==> src/rtl/core/lsbc_pkg.sv <==
// ----------------------------------------------------------------------------
// lsbc_pkg: shared types and codes of the lidar sector brake check
// Operation codes, register indexes, reason codes and the result record.
// ----------------------------------------------------------------------------
package lsbc_pkg;

	// Fixed geometry: eight 45-degree sectors.
	localparam int SECTOR_COUNT = 8;
	localparam int SECTOR_BITS  = 3;

	// Operation carried by an input transaction.
	localparam logic [1:0] OP_SAMPLE = 2'd0;
	localparam logic [1:0] OP_TICK   = 2'd1;
	localparam logic [1:0] OP_EVAL   = 2'd2;

	// Configuration register indexes.
	localparam logic [2:0] REG_BRAKE_ENABLE   = 3'd0;
	localparam logic [2:0] REG_MAX_AGE_TICKS  = 3'd1;
	localparam logic [2:0] REG_VALID_MIN_MM   = 3'd2;
	localparam logic [2:0] REG_VALID_MAX_MM   = 3'd3;
	localparam logic [2:0] REG_ANGLE_SETUP    = 3'd4;
	localparam logic [2:0] REG_SECTOR_ENABLE  = 3'd5;
	localparam logic [2:0] REG_THRESHOLDS_LOW = 3'd6;
	localparam logic [2:0] REG_THRESHOLDS_HI  = 3'd7;

	// Reason reported with an evaluation.
	localparam logic [2:0] REASON_CLEAR    = 3'd0;
	localparam logic [2:0] REASON_DISABLED = 3'd1;
	localparam logic [2:0] REASON_WAITING  = 3'd2;
	localparam logic [2:0] REASON_STALE    = 3'd3;
	localparam logic [2:0] REASON_BLOCKED  = 3'd4;

	// Saturation value of the scan age.
	localparam logic [15:0] AGE_MAX = 16'hFFFF;

	// One evaluation result.
	typedef struct packed {
		logic [15:0]            blocking_range_mm;
		logic [SECTOR_BITS-1:0] hit_sector;
		logic [2:0]             reason_code;
		logic                   brake_req;
	} brake_res_t;

endpackage

==> src/rtl/core/lidar_sector_brake_check.sv <==
// ----------------------------------------------------------------------------
// lidar_sector_brake_check: sector brake check over a lidar scan
// Tracks per-sector nearest ranges of each scan and answers brake requests.
// ----------------------------------------------------------------------------
// The block takes one transaction in every cycle unless its input side stalls.
// An accepted item is held in a single input stage, where a range sample
// updates the sector minima, a tick ages the scan and an evaluate request is
// resolved by an eight-way priority check, whose result is registered as the
// request leaves the input stage. The input side stalls only while an evaluate
// request waits in the input stage and the output register still holds a
// result not taken. Samples and ticks produce no result transaction.
module lidar_sector_brake_check
	import lsbc_pkg::*;
#(
	parameter int RANGE_BITS = 16,
	parameter int ANGLE_BITS = 32
) (
	input  logic        clk,
	input  logic        arst_n,
	// Configuration write port
	input  logic        cfg_wen,
	input  logic [2:0]  cfg_index,
	input  logic [63:0] cfg_data,
	// Input stream
	input  logic        s_axis_tvalid,
	output logic        s_axis_tready,
	input  logic [15:0] s_axis_tdata,  // [15:0] range_mm
	input  logic [2:0]  s_axis_tuser,  // [1:0] op, [2] range_finite
	input  logic        s_axis_tlast,  // last_sample
	// Result stream
	output logic        m_axis_tvalid,
	input  logic        m_axis_tready,
	// [0] brake request, [3:1] reason_code, [6:4] blocking sector index,
	// [22:7] blocking_range_mm, [23] zero
	output logic [23:0] m_axis_tdata
);

	localparam int CMP_BITS = (RANGE_BITS > 16) ? RANGE_BITS : 16;
	localparam logic [RANGE_BITS-1:0] RANGE_ALL = {RANGE_BITS{1'b1}};
	localparam logic [ANGLE_BITS-1:0] HALF_SECTOR = {4'b0001, {(ANGLE_BITS-4){1'b0}}};

	// Configuration registers
	logic                  brake_enable_q;
	logic [15:0]           max_age_ticks_q;
	logic [15:0]           valid_min_mm_q;
	logic [15:0]           valid_max_mm_q;
	logic [ANGLE_BITS-1:0] start_angle_q;
	logic [ANGLE_BITS-1:0] angle_step_q;
	logic [7:0]            sector_enable_q;
	logic [15:0]           threshold_q [SECTOR_COUNT];

	// Scan state
	logic [RANGE_BITS-1:0] working_nearest_q   [SECTOR_COUNT];
	logic                  working_seen_q      [SECTOR_COUNT];
	logic [RANGE_BITS-1:0] committed_nearest_q [SECTOR_COUNT];
	logic                  committed_seen_q    [SECTOR_COUNT];
	logic                  scan_present_q;
	logic [15:0]           scan_age_q;
	logic [ANGLE_BITS-1:0] angle_acc_q;
	logic                  scan_in_progress_q;

	// Input stage
	logic        valid_s1;
	logic [1:0]  op_s1;
	logic [15:0] range_s1;
	logic        finite_s1;
	logic        last_s1;

	// Output register
	logic       out_valid_q;
	brake_res_t res_q;

	// Stage control
	logic s1_advance;
	logic s1_fire;
	logic s1_eval;
	logic commit;

	// Sample datapath
	logic                   scan_start;
	logic [ANGLE_BITS-1:0]  angle_cur;
	logic [ANGLE_BITS-1:0]  angle_rot;
	logic [SECTOR_BITS-1:0] sample_sector;
	logic [CMP_BITS-1:0]    range_ext;
	logic [RANGE_BITS-1:0]  range_sat;
	logic                   sample_ok;
	logic [RANGE_BITS-1:0]  nearest_next [SECTOR_COUNT];
	logic                   seen_next    [SECTOR_COUNT];

	// Evaluation datapath
	brake_res_t eval_res;

	// Handshake: the input stage drains unless an evaluate result cannot be stored.
	assign s1_eval       = valid_s1 && (op_s1 == OP_EVAL);
	assign s1_advance    = !s1_eval || !out_valid_q || m_axis_tready;
	assign s1_fire       = valid_s1 && s1_advance;
	assign s_axis_tready = !valid_s1 || s1_advance;
	assign commit        = s1_fire && (op_s1 == OP_SAMPLE) && last_s1;

	// Configuration writes.
	always_ff @(posedge clk or negedge arst_n) begin
		if (!arst_n) begin
			brake_enable_q  <= 1'b0;
			max_age_ticks_q <= 16'd100;
			valid_min_mm_q  <= 16'd100;
			valid_max_mm_q  <= 16'd30000;
			start_angle_q   <= '0;
			angle_step_q    <= '0;
			sector_enable_q <= 8'hFF;
			for (int k = 0; k < SECTOR_COUNT; k++) begin
				threshold_q[k] <= '0;
			end
		end else if (cfg_wen) begin
			unique case (cfg_index)
				REG_BRAKE_ENABLE:  brake_enable_q  <= cfg_data[0];
				REG_MAX_AGE_TICKS: max_age_ticks_q <= cfg_data[15:0];
				REG_VALID_MIN_MM:  valid_min_mm_q  <= cfg_data[15:0];
				REG_VALID_MAX_MM:  valid_max_mm_q  <= cfg_data[15:0];
				REG_ANGLE_SETUP: begin
					start_angle_q <= cfg_data[32 +: ANGLE_BITS];
					angle_step_q  <= cfg_data[ANGLE_BITS-1:0];
				end
				REG_SECTOR_ENABLE: sector_enable_q <= cfg_data[7:0];
				REG_THRESHOLDS_LOW: begin
					for (int k = 0; k < 4; k++) begin
						threshold_q[k] <= cfg_data[16*k +: 16];
					end
				end
				REG_THRESHOLDS_HI: begin
					for (int k = 0; k < 4; k++) begin
						threshold_q[k+4] <= cfg_data[16*k +: 16];
					end
				end
				default: ;
			endcase
		end
	end

	// Input stage: valid flag.
	always_ff @(posedge clk or negedge arst_n) begin
		if (!arst_n) begin
			valid_s1 <= 1'b0;
		end else if (s_axis_tready) begin
			valid_s1 <= s_axis_tvalid;
		end
	end

	// Input stage: payload, loaded on each accepted transaction.
	always_ff @(posedge clk) begin
		if (s_axis_tvalid && s_axis_tready) begin
			op_s1     <= s_axis_tuser[1:0];
			finite_s1 <= s_axis_tuser[2];
			range_s1  <= s_axis_tdata;
			last_s1   <= s_axis_tlast;
		end
	end

	// Sample path: pick the sector from the rotated angle and fold in the range.
	always_comb begin
		scan_start    = !scan_in_progress_q;
		angle_cur     = scan_start ? start_angle_q : angle_acc_q;
		angle_rot     = angle_cur + HALF_SECTOR;
		sample_sector = angle_rot[ANGLE_BITS-1 -: SECTOR_BITS];
		range_ext     = CMP_BITS'(range_s1);
		range_sat     = (range_ext > CMP_BITS'(RANGE_ALL)) ? RANGE_ALL
			: RANGE_BITS'(range_ext);
		sample_ok     = finite_s1
			&& (CMP_BITS'(range_sat) >= CMP_BITS'(valid_min_mm_q))
			&& (CMP_BITS'(range_sat) <= CMP_BITS'(valid_max_mm_q));
		for (int k = 0; k < SECTOR_COUNT; k++) begin
			nearest_next[k] = scan_start ? RANGE_ALL : working_nearest_q[k];
			seen_next[k]    = scan_start ? 1'b0 : working_seen_q[k];
			if (sample_ok && (sample_sector == SECTOR_BITS'(k))) begin
				seen_next[k] = 1'b1;
				if (range_sat < nearest_next[k]) begin
					nearest_next[k] = range_sat;
				end
			end
		end
	end

	// Scan state update.
	always_ff @(posedge clk or negedge arst_n) begin
		if (!arst_n) begin
			for (int k = 0; k < SECTOR_COUNT; k++) begin
				working_nearest_q[k]   <= RANGE_ALL;
				working_seen_q[k]      <= 1'b0;
				committed_nearest_q[k] <= RANGE_ALL;
				committed_seen_q[k]    <= 1'b0;
			end
			scan_present_q     <= 1'b0;
			scan_age_q         <= '0;
			angle_acc_q        <= '0;
			scan_in_progress_q <= 1'b0;
		end else if (s1_fire) begin
			if (op_s1 == OP_SAMPLE) begin
				for (int k = 0; k < SECTOR_COUNT; k++) begin
					working_nearest_q[k] <= nearest_next[k];
					working_seen_q[k]    <= seen_next[k];
				end
				angle_acc_q        <= angle_cur + angle_step_q;
				scan_in_progress_q <= !last_s1;
				if (last_s1) begin
					for (int k = 0; k < SECTOR_COUNT; k++) begin
						committed_nearest_q[k] <= nearest_next[k];
						committed_seen_q[k]    <= seen_next[k];
					end
					scan_present_q <= 1'b1;
					scan_age_q     <= '0;
				end
			end else if (op_s1 == OP_TICK) begin
				if (scan_age_q != AGE_MAX) begin
					scan_age_q <= scan_age_q + 16'd1;
				end
			end
		end
	end

	// Evaluation: global checks first, then the lowest enabled blocking sector.
	always_comb begin
		eval_res.brake_req         = 1'b0;
		eval_res.reason_code       = REASON_CLEAR;
		eval_res.hit_sector        = '0;
		eval_res.blocking_range_mm = 16'(RANGE_ALL);
		priority if (!brake_enable_q) begin
			eval_res.reason_code = REASON_DISABLED;
		end else if (!scan_present_q) begin
			eval_res.brake_req   = 1'b1;
			eval_res.reason_code = REASON_WAITING;
		end else if (scan_age_q > max_age_ticks_q) begin
			eval_res.brake_req   = 1'b1;
			eval_res.reason_code = REASON_STALE;
		end else begin
			for (int k = SECTOR_COUNT - 1; k >= 0; k--) begin
				if (sector_enable_q[k] && (!committed_seen_q[k]
					|| CMP_BITS'(committed_nearest_q[k]) < CMP_BITS'(threshold_q[k]))) begin
					eval_res.brake_req         = 1'b1;
					eval_res.reason_code       = REASON_BLOCKED;
					eval_res.hit_sector        = SECTOR_BITS'(k);
					eval_res.blocking_range_mm = 16'(committed_nearest_q[k]);
				end
			end
		end
	end

	// Output register: valid flag.
	always_ff @(posedge clk or negedge arst_n) begin
		if (!arst_n) begin
			out_valid_q <= 1'b0;
		end else if (s1_fire && s1_eval) begin
			out_valid_q <= 1'b1;
		end else if (m_axis_tready) begin
			out_valid_q <= 1'b0;
		end
	end

	// Output register: result record.
	always_ff @(posedge clk) begin
		if (s1_fire && s1_eval) begin
			res_q <= eval_res;
		end
	end

	assign m_axis_tvalid = out_valid_q;
	assign m_axis_tdata  = {1'b0, res_q};

`ifndef SYNTHESIS
	// A new result only follows an evaluate request leaving the input stage.
	assert property (@(posedge clk) disable iff (!arst_n)
		$rose(out_valid_q) |-> $past(s1_fire && s1_eval))
		else $error("result raised without an evaluate request");

	// Once a scan has been committed it never goes away.
	assert property (@(posedge clk) disable iff (!arst_n)
		!$fell(scan_present_q))
		else $error("scan_present cleared after commit");

	// Committing a scan restarts its age, marks a scan present and ends the scan in progress.
	assert property (@(posedge clk) disable iff (!arst_n)
		commit |=> (scan_age_q == '0) && scan_present_q && !scan_in_progress_q)
		else $error("scan commit did not reset age and progress");

	// Braking follows the reason code.
	assert property (@(posedge clk) disable iff (!arst_n)
		out_valid_q |-> (res_q.brake_req ==
			((res_q.reason_code != REASON_CLEAR) && (res_q.reason_code != REASON_DISABLED))))
		else $error("brake request disagrees with reason_code");

	// Without a blocking sector the sector fields hold their defaults.
	assert property (@(posedge clk) disable iff (!arst_n)
		(out_valid_q && (res_q.reason_code != REASON_BLOCKED)) |->
			((res_q.hit_sector == '0)
			&& (res_q.blocking_range_mm == 16'(RANGE_ALL))))
		else $error("sector fields set without a blocking sector");
`endif

endmodule

==> config.mk <==
export PLATFORM = sky130hd
export DESIGN_NAME = lidar_sector_brake_check
export DESIGN_NICKNAME = d
export VERILOG_FILES = /design/src/rtl/core/lsbc_pkg.sv /design/src/rtl/core/lidar_sector_brake_check.sv
export SDC_FILE = /design/constraint.sdc
export NUM_CORES = 2
export LEC_CHECK = 0
export BUFFER_PORTS_ARGS = -buffer_cell sky130_fd_sc_hd__buf_4
export CAP_MARGIN = 20
export CORE_ASPECT_RATIO = 0.9
export CORE_UTILIZATION = 57
export DETAILED_ROUTE_END_ITERATION = 6
export PLACE_DENSITY = 0.8
export SYNTH_ARGS = -nofsm -noshare
export SYNTH_HDL_FRONTEND = slang
export SYNTH_SLANG_ARGS = --single-unit
==> constraint.sdc <==
create_clock -name clk -period 3.6 [get_ports clk]
set_input_delay 0.36 -clock clk [delete_from_list [all_inputs] [get_ports clk]]
set_output_delay 0.36 -clock clk [all_outputs]
set_load 0.01 [all_outputs]
# [Word-level counts from Yosys, hierarchy flattened]
# Cells that the tools add are included.
[totals] register_bits=616 latch_bits=0 mem_bits_rw=0 romBits=0 mem_count=0
[classes] addsub=3 multipliers=0 div_mod_pow=0 n_lt_le_gt_ge=20 n_eq_ne=18 shift=0 n_mux=58 bitwise=2 reduce_logical=66
[ops] operator="$mux 16" count=29
[ops] operator="$lt 16x16->1" count=16
[ops] operator="$mux 23" count=8
[ops] operator="$add 32x29->32 const B" count=1
[ops] operator="$add 32x32->32" count=1
[ops] operator="$mux 32" count=1
[ops] operator="$eq 3x3->1 const B" count=8
[ops] operator="$logic_and 1x1->1" count=22
[ops] operator="$mux 1" count=18
[ops] operator="$reduce_and 2->1" count=9
[ops] operator="$add 16x1->16 const B" count=1
[ops] operator="$ge 16x16->1" count=1
[ops] operator="$gt 16x16->1" count=1
[ops] operator="$gt 16x16->1 const B" count=1
[ops] operator="$le 16x16->1" count=1
[ops] operator="$ne 16x16->1 const B" count=1
[ops] operator="$eq 3x2->1 const B" count=4
[ops] operator="$logic_not 1->1" count=12
[ops] operator="$logic_or 1x1->1" count=11
[ops] operator="$reduce_or 7->1" count=1
[ops] operator="$eq 3x1->1 const B" count=2
[ops] operator="$logic_not 3->1" count=2
[ops] operator="$mux 3" count=2
[ops] operator="$reduce_bool 2->1" count=3
[ops] operator="10 further kinds" count=11

# [Longest topological paths before layout]
[logic_depth] ltp_word=13 ltp_mapped=18

# [Least setup slack after synthesis]
# Ideal clock, no wire load.
[synth_path] path_type="register -> register" from="reg scan_in_progress_q" to="reg angle_acc_q[31]" setup_time_ns=0.126 arrival_ns=3.793 required_ns=3.474 setup_slack_ns=-0.319 path_stages_with_launch=17 n_path_buf=4 path_cell_list="dfrtp_1 > buf_4 > buf_6 > clkbuf_1 > buf_1 > mux2_2 > ha_1 > o21ai_0 > a22oi_1 > a31oi_1 > a21oi_1 > o21bai_1 > o311ai_1 > nand2_1 > a311oi_1 > mux2i_1 > a221o_1"
[synth_between] elab_chain_cells=2
[synth_rtl] item="start, declared" line_no="lidar_sector_brake_check.sv:60" text="logic scan_in_progress_q;"
[synth_rtl] item="start signal, assigned" line_no="lidar_sector_brake_check.sv:202" text="scan_in_progress_q <= !last_s1;"
[synth_rtl] item="$mux 32" line_no="lidar_sector_brake_check.sv:161" text="angle_cur = scan_start ? start_angle_q : angle_acc_q;"
[synth_rtl] item="$add 32x32->32" line_no="lidar_sector_brake_check.sv:201" text="angle_acc_q <= angle_cur + angle_step_q;"
[synth_rtl] item="end signal, assigned" line_no="lidar_sector_brake_check.sv:201"
[synth_rtl] item="end, declared" line_no="lidar_sector_brake_check.sv:59" text="logic [ANGLE_BITS-1:0] angle_acc_q;"
# No other way between the ends.
# A chain may end at the register's enable or synchronous reset.

# [Final worst setup path]
[layout_path] from="reg scan_in_progress_q" to="reg committed_nearest_q[120] (netlist bit)"
[layout_between] elab_chain_cells=5 word_cells_on_any_way=8 classes_between="1 x add/sub; 1 x order compare; 4 x mux; 2 x reduce/logical"
[layout_rtl] item="$mux 32" line_no="lidar_sector_brake_check.sv:161"
[layout_rtl] item="$add 32x29->32" line_no="lidar_sector_brake_check.sv:162" text="angle_rot = angle_cur + HALF_SECTOR;"
[layout_rtl] item="$logic_not 3->1" line_no="lidar_sector_brake_check.sv:173" text="if (sample_ok && (sample_sector == SECTOR_BITS'(k))) begin"
[layout_rtl] item="$logic_and 1x1->1" line_no="lidar_sector_brake_check.sv:173"
[layout_rtl] item="$mux 16 *" line_no="lidar_sector_brake_check.sv:173"
[layout_rtl] item="end signal, assigned by index" line_no="lidar_sector_brake_check.sv:205" text="committed_nearest_q[k] <= nearest_next[k];"
[layout_rtl] item="end, declared" line_no="lidar_sector_brake_check.sv:55" text="logic [RANGE_BITS-1:0] committed_nearest_q [SECTOR_COUNT];"
# Every way passes the cells marked *; elsewhere a longest branch is shown, timed or not.

==> impl_summary.md <==
Run status
The flow ran to the end, but the final reports show violations. The checks that failed: setup timing.

Detailed routing
In the final routed layout, each cell accounts on average for between 20 and 30 um. For this run, the detailed router's first-pass iteration total came to 6. The total detailed-routing wirelength is 116,000 um. In this run, the number of DRC markers left after iteration 0 of detailed routing was 3,518.

The remaining antenna violation count is 0. The residual DRC count is 0. Summing over every cut layer, the via total after detailed routing is 29.0k.

After detailed routing, the number of vias per cell comes to roughly 6.4.

Finish
The number of filler cells placed in the layout is between 4k and 5k. At the end of the flow, the number of nets in the layout was ~4k. The post-route core utilization is 0.664. After the flow finishes, the layout carries non-filler instances totaling 4,502.

In the final layout, the share of cells above drive strength 1 is 0.289. In the layout the commonest cells are ha_1, dfrtp_1, mux2_2, dfstp_2, buf_4. The library cell used most frequently in the layout, excluding fill and tap cells, is ha_1. Relative to the synthesized area, the layout overhead comes to 15.4%.

Setup path
At the worst endpoint, the required time is between 4 and 5 ns. The worst setup path is captured at a flop. At the worst endpoint, the arrival time is 4.15 ns. The type of element launching the critical path is a flop. Of all nets on the critical path, the largest fanout is 10.

The category of the most critical setup path is reg -> reg.

Timing
The highest clock rate is about 280 MHz. In the final timing run, aggregate negative setup slack is -0.00447 ns. The pin slew with the least headroom to its limit is ~1.1 ns.

The number of endpoints with negative hold slack in the final report came to 0. Of the available clock period, the critical path in the final layout requires 1.00. The smallest setup slack after layout is -0.00447 ns. The max-slew violation count is 0. The smallest clock period supported by the final layout is computed as approximately 3.6 ns. Setup repair after global routing could not meet its margin everywhere. The worst slew margin relative to its limit is 0.274. Setup violations remaining at the end of the flow were counted as 1. On the final layout, the worst clock skew is around 0.031 ns.

Clocking
After clock tree synthesis, the clock-pin slew on the worst setup and hold paths is approximately 0.06 ns. The TritonCTS clock tree is yes. The maximum count of clock buffers along a single path is 3. Counting the buffers created by CTS gives 70.

The tree built by TritonCTS fans out to roughly 600 sinks. The clock latency of the later-clocked register in the worst-skew pair is 0.62 ns. The cell at the root of the clock tree is clkbuf_16. The H-tree depth is 3.

Place
The HPWL after detailed placement is between 80,000 and 90,000 um. Buffers placed on the I/O ports in this run total 116. The pre-CTS setup slack is -0.0757 ns.

Counting tap cells, the placed design contains a total of about 4.3k instances. The congestion estimate from routability-driven global placement came to about 1.0.

Floorplanning
The floorplan has 87 rows. The die covers 64,200 sq um. The number of ports placed on the die boundary is between 100 and 150. For this configuration, the core starts out at a cell density of 0.575. After floorplanning, the core was sized to cover between 60,000 and 70,000 sq um.

From bottom edge to top edge, the die measures 240 um. The die boundary width is about 270 um.

Global route
The initial antenna violation count came to 6. The number of global-route vias before repair was 28.2k. The first global-routing pass estimated roughly 170,000 um of wire. Global routing finished with a remaining overflow of 0. The pin count of the biggest net entering global routing is 100.

The global routing usage summed across all routing layers is 0.363.

Synth
The largest total area in the synthesized netlist belongs to dfrtp_1. The async set-reset flop share out of synthesis is 0.930. In this run, synthesis produced a sequential element count of 616. Counting every net in the synthesized netlist gives around 3.8k. A synthesized cell averages 10.6 sq um. The synthesized cell area is roughly 36,000 sq um. In this run, synthesis inferred 43 flip-flops with an integrated enable. Sorting the synthesized cells by area gives the leading types as dfrtp_1, dfstp_2, ha_1. The Yosys warning count is 0. The sequential fraction of the synthesis area is 0.444.

Synthesis instantiated 97 different standard cells from the library. After technology mapping, the gate count stands at 3,389. Among all flip-flop cells after synthesis, the most frequent one is dfrtp_1.

The share of synthesized area in the top cell type comes to 0.206.

Min path
The path type of the worst min-delay path is in -> reg.

Flow run
The reported max-cap violation count is 0.

Pwr
Dividing total power by cell area gives a power density of about 700 nW/um^2. The leakage power figure is around 0.019 uW. The maximum vdd ir drop is around 460 uV.
## critical path, stage by stage, from the launching register on
cell and delay [ns]:
dfrtp_2 0.47, buf_4 0.23, buf_4 0.20, mux2i_1 0.29
inv_2 0.07, and3_2 0.24, xnor2_1 0.55, nor2_2 0.22
nor4b_4 0.20, nand3_4 0.13, buf_4 0.23, mux2i_1 0.45
mux2_2 0.25
## Yosys cell counts, types with 9 or more instances
master,n
nand4_1,42
mux2_2,293
buf_6,14
o22a_1,53
o21a_1,56
nor4_1,17
a22oi_1,12
nor2_1,255
a21o_1,83
edfxtp_1,43
dfstp_2,277
o32a_1,42
dfrtp_1,296
nor2b_1,30
or3_1,9
a31oi_1,13
o211ai_1,34
buf_2,19
o311a_1,13
nand2b_1,15
xnor2_1,15
a211oi_1,20
mux2i_1,73
ha_1,321
nand3_1,41
o21ai_0,139
and2_1,10
nor3_1,129
nand2_1,218
a21oi_1,96
and3_1,11
clkbuf_1,141
inv_1,210
o311ai_0,16
xor2_1,25
a21boi_0,83
o31ai_1,85
## metrics by stage
step                      area (sq um)  power [uW]  hold slack, ns
after CTS                        41400       28500        0.000468
after floorplan                  36000       17000          0.0644
after global placement           38700       20600           0.460
after global routing             41500       30300         0.00591
final                            41500       28900          0.0173
after detailed placement         38700       20900           0.464
## routing by layer
metal,GRT usage,vias up,routed length (um),share of wire
met2,0.533,1594,49700,0.43
li1,-,12800,-,-
met3,0.0909,358,12300,0.11
met5,0,-,38,0.00033
met4,0.170,6,5830,0.050
met1,0.503,14300,48100,0.41
## worst paths after layout
| check | startpoint | slack (ns) | cells after the start | end |
|---|---|---|---|---|
| hold reg to reg | angle_acc_q[12]$_DFFE_PN0P_ | 0.48 | 2 | angle_acc_q[12]$_DFFE_PN0P_ |
| setup reg to reg | scan_in_progress_q$_DFFE_PN0P_ | -0.004 | 12 | committed_nearest_q[120]$_DFFE_PN1P_ |
| setup / recovery | scan_in_progress_q$_DFFE_PN0P_ | -0.004 | 12 | committed_nearest_q[120]$_DFFE_PN1P_ |
| max in group asynchronous | arst_n | 2.14 | 3 | working_nearest_q[36]$_DFFE_PN1P_ |
| hold / removal | cfg_data[43] | 0.02 | 2 | threshold_q[91]$_DFFE_PN0P_ |
| min in group asynchronous | arst_n | 0.37 | 2 | scan_age_q[5]$_DFFE_PN0P_ |
## report_power, final
| part | internal, uW | leakage, uW | switching, uW |
|---|---|---|---|
| Combinational | 4580 | 0.0107 | 5780 |
| Sequential | 9410 | 0.00693 | 1720 |
| Clock | 4450 | 0.00117 | 3020 |
## state kept, by name, summed over array words and instances, names as in the netlist
name,flops
last_s1,1
committed_nearest_q,128
angle_acc_q,32
committed_seen_q,8
m_axis_tvalid,1
working_nearest_q,128
working_seen_q,8
finite_s1,1
brake_enable_q,1
threshold_q,128
valid_min_mm_q,16
scan_age_q,16
angle_step_q,32
scan_in_progress_q,1
valid_max_mm_q,16
sector_enable_q,8
max_age_ticks_q,16
scan_present_q,1
op_s1,2
valid_s1,1
m_axis_tdata,23
start_angle_q,32
range_ext,16
## timing repair
item / 4_1_cts / 5_1_grt
setup buffers: 0 / 4
gates cloned: 0 / 1
setup endpoints to repair: 17 / 221
hold buffers: 29 / 0
pin swaps: 0 / 10
endpoints found under the hold margin: 99 / 0
resized for setup: 2 / 25
## final cells by class
cell class / instances / area [sq um] / area share
multi-input cells: 2369 / 18400 / 0.443
flip-flops and latches: 616 / 16000 / 0.385
repair buffers: 331 / 2900 / 0.0698
clock buffers: 100 / 2060 / 0.0496
well taps: 845 / 1060 / 0.0254
inverters: 212 / 798 / 0.0192
clock inverters: 28 / 334 / 0.00804
diodes: 1 / 2.50 / 0.0000602
## cell families after synthesis
logic type	Yosys count	share of synthesized area
and+or+nand+nor	825	0.110
AOI/OAI and AO/OA	814	0.163
DFF	616	0.444
buffers and inverters	404	0.0486
muxes	366	0.112
adders and majority gates	322	0.112
xor gates and xnor gates	41	0.0105
other	1	0.000104
Power figures use the tool's default switching activity.
